`src/calu_pkg.sv`:
```
// Package for the 8-bit accumulator ALU: operation codes, flag bit positions,
// and the operation and result item types. It has no dependencies.
package calu_pkg;

    typedef enum logic [3:0] {
        KIND_ADD   = 4'd0,
        KIND_ADC   = 4'd1,
        KIND_SUB   = 4'd2,
        KIND_SBC   = 4'd3,
        KIND_AND   = 4'd4,
        KIND_XOR   = 4'd5,
        KIND_OR    = 4'd6,
        KIND_CP    = 4'd7,
        KIND_INC   = 4'd8,
        KIND_DEC   = 4'd9,
        KIND_CPL   = 4'd10,
        KIND_ADDHL = 4'd11,
        KIND_ADDSP = 4'd12,
        KIND_INC16 = 4'd13,
        KIND_DEC16 = 4'd14
    } kind_t;

    localparam int unsigned FLAG_Z = 3;
    localparam int unsigned FLAG_N = 2;
    localparam int unsigned FLAG_H = 1;
    localparam int unsigned FLAG_C = 0;

    typedef struct packed {
        logic [3:0]  kind;
        logic [7:0]  operand_byte;
        logic [15:0] wide_base;
        logic [15:0] wide_addend;
    } op_item_t;

    typedef struct packed {
        logic [7:0]  accumulator;
        logic [3:0]  flags;
        logic [7:0]  byte_result;
        logic [15:0] wide_result;
    } res_item_t;

endpackage

```
`src/calu_if.sv`:
```
// Channel interfaces of the accumulator ALU: the operation channel and the
// result channel, each with valid, ready and its payload. No dependencies.
interface calu_op_if;
    logic        valid;
    logic        ready;
    logic [3:0]  kind;
    logic [7:0]  operand_byte;
    logic [15:0] wide_base;
    logic [15:0] wide_addend;

    modport source (output valid, output kind, output operand_byte,
                    output wide_base, output wide_addend, input ready);
    modport sink   (input valid, input kind, input operand_byte,
                    input wide_base, input wide_addend, output ready);
endinterface

interface calu_res_if;
    logic        valid;
    logic        ready;
    logic [7:0]  accumulator;
    logic [3:0]  flags;
    logic [7:0]  byte_result;
    logic [15:0] wide_result;

    modport source (output valid, output accumulator, output flags,
                    output byte_result, output wide_result, input ready);
    modport sink   (input valid, input accumulator, input flags,
                    input byte_result, input wide_result, output ready);
endinterface

```
`src/cpu_alu_8bit_flags.sv`:
```
// Top level of the 8-bit accumulator ALU with flags: operation register,
// accumulator and flag state, and result register. Depends on calu_pkg,
// calu_op_if, calu_res_if and calu_core.
//
//   Channel   Dir   Beat carries
//   op        in    kind, operand_byte, wide_base, wide_addend
//   res       out   accumulator, flags, byte_result, wide_result
//
// One beat enters every cycle while the result channel does not stall; each
// operation beat yields one result beat. An op beat passes through the
// operation register, then through the datapath into the result register.
// The accumulator and flags update when the result register loads, so the
// next operation sees them without a bubble.
// Reset clears the accumulator, the flags and both valid bits.
// A stalled result holds the result register; the operation register still
// takes a beat while it is empty.
module cpu_alu_8bit_flags (
    input  logic      clk,
    input  logic      rst_n,
    calu_op_if.sink   op,
    calu_res_if.source res
);
    import calu_pkg::*;

    op_item_t  op_reg;
    logic      op_valid_reg;
    res_item_t res_reg;
    res_item_t res_next;
    logic      res_valid_reg;
    logic [7:0] acc_reg;
    logic [3:0] flag_reg;
    logic      op_take;
    logic      advance;

    assign advance = op_valid_reg && (!res_valid_reg || res.ready);
    assign op.ready = !op_valid_reg || advance;
    assign op_take = op.valid && op.ready;

    calu_core u_core (
        .item  (op_reg),
        .acc   (acc_reg),
        .flags (flag_reg),
        .res   (res_next)
    );

    always_ff @(posedge clk or negedge rst_n)
    begin
        if (!rst_n)
        begin
            op_valid_reg  <= 1'b0;
            res_valid_reg <= 1'b0;
            acc_reg       <= 8'd0;
            flag_reg      <= 4'd0;
        end
        else
        begin
            if (op.ready)
            begin
                op_valid_reg <= op.valid;
            end
            if (advance)
            begin
                res_valid_reg <= 1'b1;
                acc_reg       <= res_next.accumulator;
                flag_reg      <= res_next.flags;
            end
            else if (res.ready)
            begin
                res_valid_reg <= 1'b0;
            end
        end
    end

    always_ff @(posedge clk)
    begin
        if (op_take)
        begin
            op_reg <= '{kind: op.kind, operand_byte: op.operand_byte,
                        wide_base: op.wide_base, wide_addend: op.wide_addend};
        end
        if (advance)
        begin
            res_reg <= res_next;
        end
    end

    assign res.valid       = res_valid_reg;
    assign res.accumulator = res_reg.accumulator;
    assign res.flags       = res_reg.flags;
    assign res.byte_result = res_reg.byte_result;
    assign res.wide_result = res_reg.wide_result;

`ifndef SYNTH
    a_state_matches_result: assert property (@(posedge clk) disable iff (!rst_n)
        res_valid_reg |-> (acc_reg == res_reg.accumulator) && (flag_reg == res_reg.flags))
        else $error("accumulator or flags differ from the pending result");

    a_empty_stage_ready: assert property (@(posedge clk) disable iff (!rst_n)
        !op_valid_reg |-> op.ready)
        else $error("operation register empty but not ready");

    a_advance_fills_result: assert property (@(posedge clk) disable iff (!rst_n)
        advance |=> res_valid_reg)
        else $error("result register not valid after an operation advanced");

    a_wide_step_keeps_flags: assert property (@(posedge clk) disable iff (!rst_n)
        advance && ((op_reg.kind == KIND_INC16) || (op_reg.kind == KIND_DEC16))
        |=> flag_reg == $past(flag_reg))
        else $error("16-bit increment or decrement changed the flags");
`endif

endmodule

```
`src/calu_core.sv`:
```
// Combinational datapath of the accumulator ALU: one operation applied to the
// current accumulator and flags. Depends on calu_pkg.
module calu_core (
    input  calu_pkg::op_item_t  item,
    input  logic [7:0]          acc,
    input  logic [3:0]          flags,
    output calu_pkg::res_item_t res
);
    import calu_pkg::*;

    logic        cin;
    logic        use_cin;
    logic [8:0]  add8;
    logic [4:0]  add4;
    logic [8:0]  sub8;
    logic [4:0]  sub4;
    logic [16:0] add16;
    logic [12:0] add12;
    logic [15:0] sp_sum;
    logic [8:0]  sp_lo8;
    logic [4:0]  sp_lo4;
    logic [7:0]  b;
    logic [7:0]  inc8;
    logic [7:0]  dec8;
    logic [7:0]  and8;
    logic [7:0]  xor8;
    logic [7:0]  or8;

    assign b       = item.operand_byte;
    assign use_cin = (item.kind == KIND_ADC) || (item.kind == KIND_SBC);
    assign cin     = use_cin & flags[FLAG_C];

    assign add8   = {1'b0, acc} + {1'b0, b} + {8'd0, cin};
    assign add4   = {1'b0, acc[3:0]} + {1'b0, b[3:0]} + {4'd0, cin};
    assign sub8   = {1'b0, acc} - {1'b0, b} - {8'd0, cin};
    assign sub4   = {1'b0, acc[3:0]} - {1'b0, b[3:0]} - {4'd0, cin};
    assign add16  = {1'b0, item.wide_base} + {1'b0, item.wide_addend};
    assign add12  = {1'b0, item.wide_base[11:0]} + {1'b0, item.wide_addend[11:0]};
    assign sp_sum = item.wide_base + {{8{b[7]}}, b};
    assign sp_lo8 = {1'b0, item.wide_base[7:0]} + {1'b0, b};
    assign sp_lo4 = {1'b0, item.wide_base[3:0]} + {1'b0, b[3:0]};
    assign inc8   = b + 8'd1;
    assign dec8   = b - 8'd1;
    assign and8   = acc & b;
    assign xor8   = acc ^ b;
    assign or8    = acc | b;

    always_comb
    begin
        res.accumulator = acc;
        res.flags       = flags;
        res.byte_result = 8'd0;
        res.wide_result = 16'd0;
        unique case (kind_t'(item.kind))
            KIND_ADD, KIND_ADC:
            begin
                res.accumulator = add8[7:0];
                res.flags = {add8[7:0] == 8'd0, 1'b0, add4[4], add8[8]};
            end
            KIND_SUB, KIND_SBC, KIND_CP:
            begin
                if (item.kind != KIND_CP)
                begin
                    res.accumulator = sub8[7:0];
                end
                res.flags = {sub8[7:0] == 8'd0, 1'b1, sub4[4], sub8[8]};
            end
            KIND_AND:
            begin
                res.accumulator = and8;
                res.flags = {and8 == 8'd0, 1'b0, 1'b1, 1'b0};
            end
            KIND_XOR:
            begin
                res.accumulator = xor8;
                res.flags = {xor8 == 8'd0, 3'b000};
            end
            KIND_OR:
            begin
                res.accumulator = or8;
                res.flags = {or8 == 8'd0, 3'b000};
            end
            KIND_INC:
            begin
                res.byte_result = inc8;
                res.flags = {inc8 == 8'd0, 1'b0, b[3:0] == 4'hF, flags[FLAG_C]};
            end
            KIND_DEC:
            begin
                res.byte_result = dec8;
                res.flags = {dec8 == 8'd0, 1'b1, b[3:0] == 4'h0, flags[FLAG_C]};
            end
            KIND_CPL:
            begin
                res.accumulator = ~acc;
                res.flags = {flags[FLAG_Z], 1'b1, 1'b1, flags[FLAG_C]};
            end
            KIND_ADDHL:
            begin
                res.wide_result = add16[15:0];
                res.flags = {flags[FLAG_Z], 1'b0, add12[12], add16[16]};
            end
            KIND_ADDSP:
            begin
                res.wide_result = sp_sum;
                res.flags = {2'b00, sp_lo4[4], sp_lo8[8]};
            end
            KIND_INC16:
            begin
                res.wide_result = item.wide_base + 16'd1;
            end
            KIND_DEC16:
            begin
                res.wide_result = item.wide_base - 16'd1;
            end
            default:
            begin
                res.accumulator = acc;
            end
        endcase
    end

endmodule

```
`src/flat_wrapper.sv`:
```
// flat-port wrapper written by rule: the top's interface ports become plain ports
module cpu_alu_8bit_flags_flat import calu_pkg::*;
  (clk, rst_n, op_valid, op_kind, op_operand_byte, op_wide_base, op_wide_addend, op_ready, res_valid, res_accumulator, res_flags, res_byte_result, res_wide_result, res_ready);
  calu_op_if op_i ();
  calu_res_if res_i ();
  input  logic clk;
  input  logic rst_n;
  input wire logic [$bits(op_i.valid)-1:0] op_valid;
  input wire logic [$bits(op_i.kind)-1:0] op_kind;
  input wire logic [$bits(op_i.operand_byte)-1:0] op_operand_byte;
  input wire logic [$bits(op_i.wide_base)-1:0] op_wide_base;
  input wire logic [$bits(op_i.wide_addend)-1:0] op_wide_addend;
  output wire logic [$bits(op_i.ready)-1:0] op_ready;
  output wire logic [$bits(res_i.valid)-1:0] res_valid;
  output wire logic [$bits(res_i.accumulator)-1:0] res_accumulator;
  output wire logic [$bits(res_i.flags)-1:0] res_flags;
  output wire logic [$bits(res_i.byte_result)-1:0] res_byte_result;
  output wire logic [$bits(res_i.wide_result)-1:0] res_wide_result;
  input wire logic [$bits(res_i.ready)-1:0] res_ready;
  assign op_i.valid = op_valid;
  assign op_i.kind = op_kind;
  assign op_i.operand_byte = op_operand_byte;
  assign op_i.wide_base = op_wide_base;
  assign op_i.wide_addend = op_wide_addend;
  assign op_ready = op_i.ready;
  assign res_valid = res_i.valid;
  assign res_accumulator = res_i.accumulator;
  assign res_flags = res_i.flags;
  assign res_byte_result = res_i.byte_result;
  assign res_wide_result = res_i.wide_result;
  assign res_i.ready = res_ready;
  cpu_alu_8bit_flags u_core (.clk(clk), .rst_n(rst_n), .op(op_i), .res(res_i));
endmodule
```
`config.mk`:
```
export PLATFORM = sky130hd
export DESIGN_NAME = cpu_alu_8bit_flags_flat
export DESIGN_NICKNAME = d
export VERILOG_FILES = /design/src/calu_pkg.sv /design/src/calu_if.sv /design/src/cpu_alu_8bit_flags.sv /design/src/calu_core.sv /design/src/flat_wrapper.sv
export SDC_FILE = /design/constraint.sdc
export NUM_CORES = 1
export LEC_CHECK = 0
export BUFFER_PORTS_ARGS = -buffer_cell sky130_fd_sc_hd__buf_2
export CAP_MARGIN = 20
export CORE_MARGIN = 5
export CORE_UTILIZATION = 50
export CTS_BUF_LIST = sky130_fd_sc_hd__clkbuf_16
export DETAILED_ROUTE_END_ITERATION = 7
export PLACE_DENSITY_LB_ADDON = 0.2
export SYNTH_ARGS = -nofsm -noshare
export SYNTH_HDL_FRONTEND = slang
export SYNTH_HIERARCHICAL = 1
export SYNTH_SLANG_ARGS = --single-unit
```
`constraint.sdc`:
```
create_clock -name clk -period 8.57 [get_ports clk]
set_input_delay 1.714 -clock clk [delete_from_list [all_inputs] [get_ports clk]]
set_output_delay 1.714 -clock clk [all_outputs]
set_load 0.02 [all_outputs]
```
; ---- Yosys cells after proc, flatten, opt, wreduce, memory -nomap -nowiden
; Cells that the tools add are included.
; Widths: inputs -> output; s select.
[word_totals]
latchBits = 0
rom_bits = 0
inputBits = 48
out_inout_bits = 38
ff_bits = 94
n_memories = 0
ramBits = 0
[op_classes]
order_cmp = 0
n_div = 0
mul = 0
reduce_logical = 19
n_mux = 7
n_addsub = 17
bitwise_logic = 5
n_eq_ne = 16
n_shift = 0
[op_table]
columns = op, n
row1 = $pmux 16 s4, 1
row2 = $logic_not 8->1, 7
row3 = $pmux 8 s6, 1
row4 = $pmux 4 s10, 1
row5 = $eq 4x4->1 const B, 8
row6 = $add 8x8->9, 2
row7 = $add 16x16->17, 1
row8 = $add 16x1->16 const B, 1
row9 = $add 16x16->16, 1
row10 = $eq 4x3->1 const B, 4
row11 = $pmux 8 s2, 1
row12 = $sub 16x1->16 const B, 1
row13 = $add 12x12->13, 1
row14 = $add 4x4->5, 2
row15 = $add 9x1->9, 1
row16 = $sub 8x8->9, 1
row17 = $sub 9x1->9, 1
row18 = $add 8x1->8 const B, 1
row19 = $and 8x8->8, 1
row20 = $eq 4x2->1 const B, 2
row21 = $logic_not 4->1, 2
row22 = $mux 8, 1
row23 = $not 8->8, 1
row24 = $or 8x8->8, 1
row25 = 15 further kinds, 20

; ---- Depth between registers and ports, before layout
[logic_depth]
word_depth = 6
mapped_depth = 16

; ---- By module
; Netlist, hierarchy kept.
[by_module_without_submodules]
columns = module, instances, area_each_um2, cells_per_inst
row1 = calu_core, 1, 4277.9, 638
row2 = cpu_alu_8bit_flags, 1, 2997.9, 114

; ---- Worst setup path before layout
; Ideal clock, no wire load.
[synth_path]
path_kind = reg-to-reg
startpoint = register u_core/op_reg[33] (netlist name)
endpoint = register u_core.res_reg (netlist bit u_core/res.wide_result[15]), data pin
path_stages_with_launch = 14
t_arrival_ps = 3442
slack_ps = 4857
n_path_buf = 0
synth_period_minus_slack_ps = 3713
cell_sequence = edfxtp_1 -> or4_4 -> nor4_1 -> inv_1 -> ha_1 -> a21oi_1 -> nor2_1 -> ha_1 -> o21ai_0 -> nor2_1 -> o31a_1 -> a311oi_1 -> mux2i_1 -> o221ai_1
[synth_lines]
columns = item, line
row1 = from (decl), cpu_alu_8bit_flags.sv:25  ; op_item_t op_reg;
row2 = from (signal assigned), cpu_alu_8bit_flags.sv:78  ; op_reg <= '{kind: op.kind, operand_byte: op.operand_byte,
row3 = to (signal assigned), cpu_alu_8bit_flags.sv:83  ; res_reg <= res_next;
row4 = to (decl), cpu_alu_8bit_flags.sv:27  ; res_item_t res_reg;

==> key figures <==
Outcome
  • Status: finished, final reports clean

Synthesis
  • Post-synth EDFFs: 80
  • Mapped Nets: just under 900
  • Synth Warn #: 6
  • Sequential-to-total area share from yosys stat: between 30% and 40%
  • Post-Synthesis Cells: 752
  • Cell Area, Synth: ~0.0073 mm2
  • #FFs+latches synth: 94
  • Syn Area/Cell: slightly below 10 um2
  • Asr flop ratio synth: between 10 and 15%
  • Post-synth top flop: edfxtp_1
  • Synth cell types: between 70 and 80

Final layout
  • Finished Layout Cells: 1007
  • Number of flip-flops in the largest register: 44
  • Commonest non-fill, non-tap cell in the layout: buf_2
  • Share of cells above drive strength 1: between 10% and 20%
  • Antenna Cells: 0
  • Area Growth Syn to Fin: 11.2%
  • Multi-input gate area in the final layout: 0.00422 mm2
  • Finished Cell Area: between 0.008 and 0.009 mm2
  • Fill cells: about 1.3k
  • Fin nets: around 950
  • Register area: 0.00275 mm2
  • Most frequent cells in the layout: buf_2 (85), edfxtp_1 (80), ha_1 (74), nor2_1 (60), a21oi_1 (60)

Global route
  • GRT overflow: 0
  • Via count of the first global-routing pass: 6299
  • Global-route wire length before repair: 33100 um
  • Met3 Track Usage GR: between 3 and 4%
  • Largest net degree at the start of global routing: between 40 and 50
  • M2 GR Usage: roughly 44%
  • Most used routing layer: met2
  • Total track usage: between 20% and 30%
  • Initial antenna violation count: 0
  • GR Util met1: 31.2%

Worst setup path
  • Worst Setup End Kind: flop
  • RR Startpoint: u_core/op_reg[34]
  • CP top delay family: compound AO/OA/AOI/OAI gates
  • Crit. Startpoint: u_core/op_reg[34]
  • Crit path required time: 8.64 ns
  • Crit-path cells: or4_4 -> nor4_1 -> inv_1 -> ha_1 -> a21oi_1 -> nor2_1 -> ha_1 -> o21ai_0 -> nor2_1 -> o31a_1 -> a311oi_1 -> mux2i_1 -> o221ai_1
  • Buf/Inv on CP: 1
  • Crit path kind: flop to flop
  • CP Max Fanout: 17
  • Slowest cell on the critical path: edfxtp_1
  • WP data arrival: between 4 and 5 ns
  • CP max stage delay: roughly 0.66 ns
  • Startpoint Class: flop

Die
  • Core ar.: around 0.014 mm2
  • Std-Cell Rows: 44
  • Chip height: around 130 um
  • I/O pins: 86
  • Full die area: 0.0171 mm2
  • Die X: between 100 and 150 um
  • Starting density of the core: approximately half

Clock tree
  • CTS clk-pin slew, worst paths: 0.07 ns
  • Clock sink count: 94
  • Post-CTS setup buffers: 0
  • CTS Root Cell: clkbuf_16
  • H-tree levels: 3
  • Cts bufs inserted: 9
  • Post-cts sizing count: 0
  • Cts hold-fix bufs: 0
  • Clock insertion delay at the later pin of the skew report: approximately 0.36 ns
  • CTS max path bufs: 2
  • CTS tree: built

Power and ir drop
  • VDD IR max: about 0.00011 V
  • Power Total: roughly 1.9 mW
  • Cell area power density: 234 mW/mm2
  • Static leakage: about 3.3 nW

Place
  • Port Buf Inserts: 85
  • Post-DP Area: 0.00780 mm2
  • HPWL Detailed: between 15000 and 20000 um
  • Placed insts: a little under 1k
  • Routability-driven placement congestion ratio: 0.952

Timing
  • Fin crit share: ~51%
  • Final TNS setup: 0 ns
  • Max-slew violation count: 0
  • Fin Hold WS: roughly 0.56 ns
  • Clock skew: ~0.0096 ns
  • Final Hold Fails: 0
  • Min Tclk post-route: 4.39 ns
  • Count of final setup violators: 0
  • Slew @ Worst Pin: between 1 and 1.5 ns
  • Unrepaired setup endpoints after global routing: false
  • Slew headroom: ~28%
  • Fmax: around 230 MHz

Detailed routing
  • Drt via density: between 6 and 7
  • DR iter-0 viols: 583
  • TritonRoute pass-1 iters: 6
  • Drc violations: 0
  • Detailed-route via count: roughly 6.4k
  • WL per Instance: 20.9 um
  • Detailed Route WL: ~21000 um
  • Antenna Violating Nets Remaining: 0

Job
  • Max-cap violation count: 0

Hold path
  • Hold Path Class: flop to flop
  • Hold wc startpoint: u_core/flag_reg[1]
## final timing paths
check	to	slack [ns]	cells past startpoint
worst max-delay path	u_core/res.wide_result[15]	4.18	13
worst min-delay path	u_core/flag_reg[1]	0.56	1
worst min register to register	u_core/flag_reg[1]	0.56	1
max in group asynchronous	u_core/flag_reg[0]	7.04	1
min in group asynchronous	u_core/acc_reg[1]	1.25	1
worst max register to register	u_core/res.wide_result[15]	4.18	13
## cells by family (layout without fill, tap and decap cells)
logic type / Yosys count / count (layout) / share of synthesized area [%]
AO/OA/AOI/OAI: 227 / 227 / 20.5
AND/OR/NAND/NOR: 216 / 216 / 14.5
flip-flops: 94 / 94 / 37.8
adder cells (fa/ha/maj): 80 / 80 / 14.4
buffers and inverters: 72 / 143 / 4.21
XOR/XNOR: 47 / 47 / 5.66
multiplexers: 16 / 16 / 2.91
## cells in the mapped netlist (14+ instances only)
master | n | area [um2]
nor3_1 | 15 | 75.1
dfrtp_1 | 14 | 350
nor2_1 | 60 | 225
o21ai_0 | 47 | 235
nand3_1 | 23 | 115
xnor2_1 | 29 | 254
nand2_1 | 57 | 214
inv_1 | 38 | 143
edfxtp_1 | 80 | 2400
a21oi_1 | 60 | 300
clkbuf_1 | 19 | 71.3
ha_1 | 74 | 926
xor2_1 | 18 | 158
## report_power, final
part | internal (mW) | leakage (nW) | total, mW | switching (mW)
logic | 0.340 | 2.19 | 0.848 | 0.508
registers | 0.575 | 0.947 | 0.645 | 0.0707
clock network | 0.204 | 0.140 | 0.400 | 0.196
total | 1.12 | 3.28 | 1.89 | 0.774
## worst reg2reg max path, stage by stage (launching register included)
cell and delay (ns):
edfxtp_1 0.66, or4_4 0.62, nor4_1 0.27, inv_1 0.20
ha_1 0.33, a21oi_1 0.13, nor2_1 0.07, ha_1 0.35
o21ai_0 0.21, nor2_1 0.10, o31a_1 0.25, a311oi_1 0.54
mux2i_1 0.25, o221ai_1 0.13
## through the flow
step	worst slack, ns	utilization, %
after floorplan	4.86	-
after CTS	4.26	56.1
after detailed placement	4.27	54.1
after global routing	3.89	56.1
final	4.18	56.1
after global placement	4.39	54.1
## final cells by class
class	instances	share of cell area, %
flip-flops and latches	94	34.0
inverters	38	1.76
multi-input cells	586	52.1
clock buffers	9	2.78
well taps	184	2.85
repair buffers	89	5.63
clock inverters	7	0.804
## routing by layer
metal / vias to the layer above / wire length, um
met5: - / 0
met4: 0 / 597
met3: 44 / 1250
met2: 255 / 10700
met1: 3108 / 8530
li1: 2966 / -
Note: power is estimated with default switching activity, not from simulation.
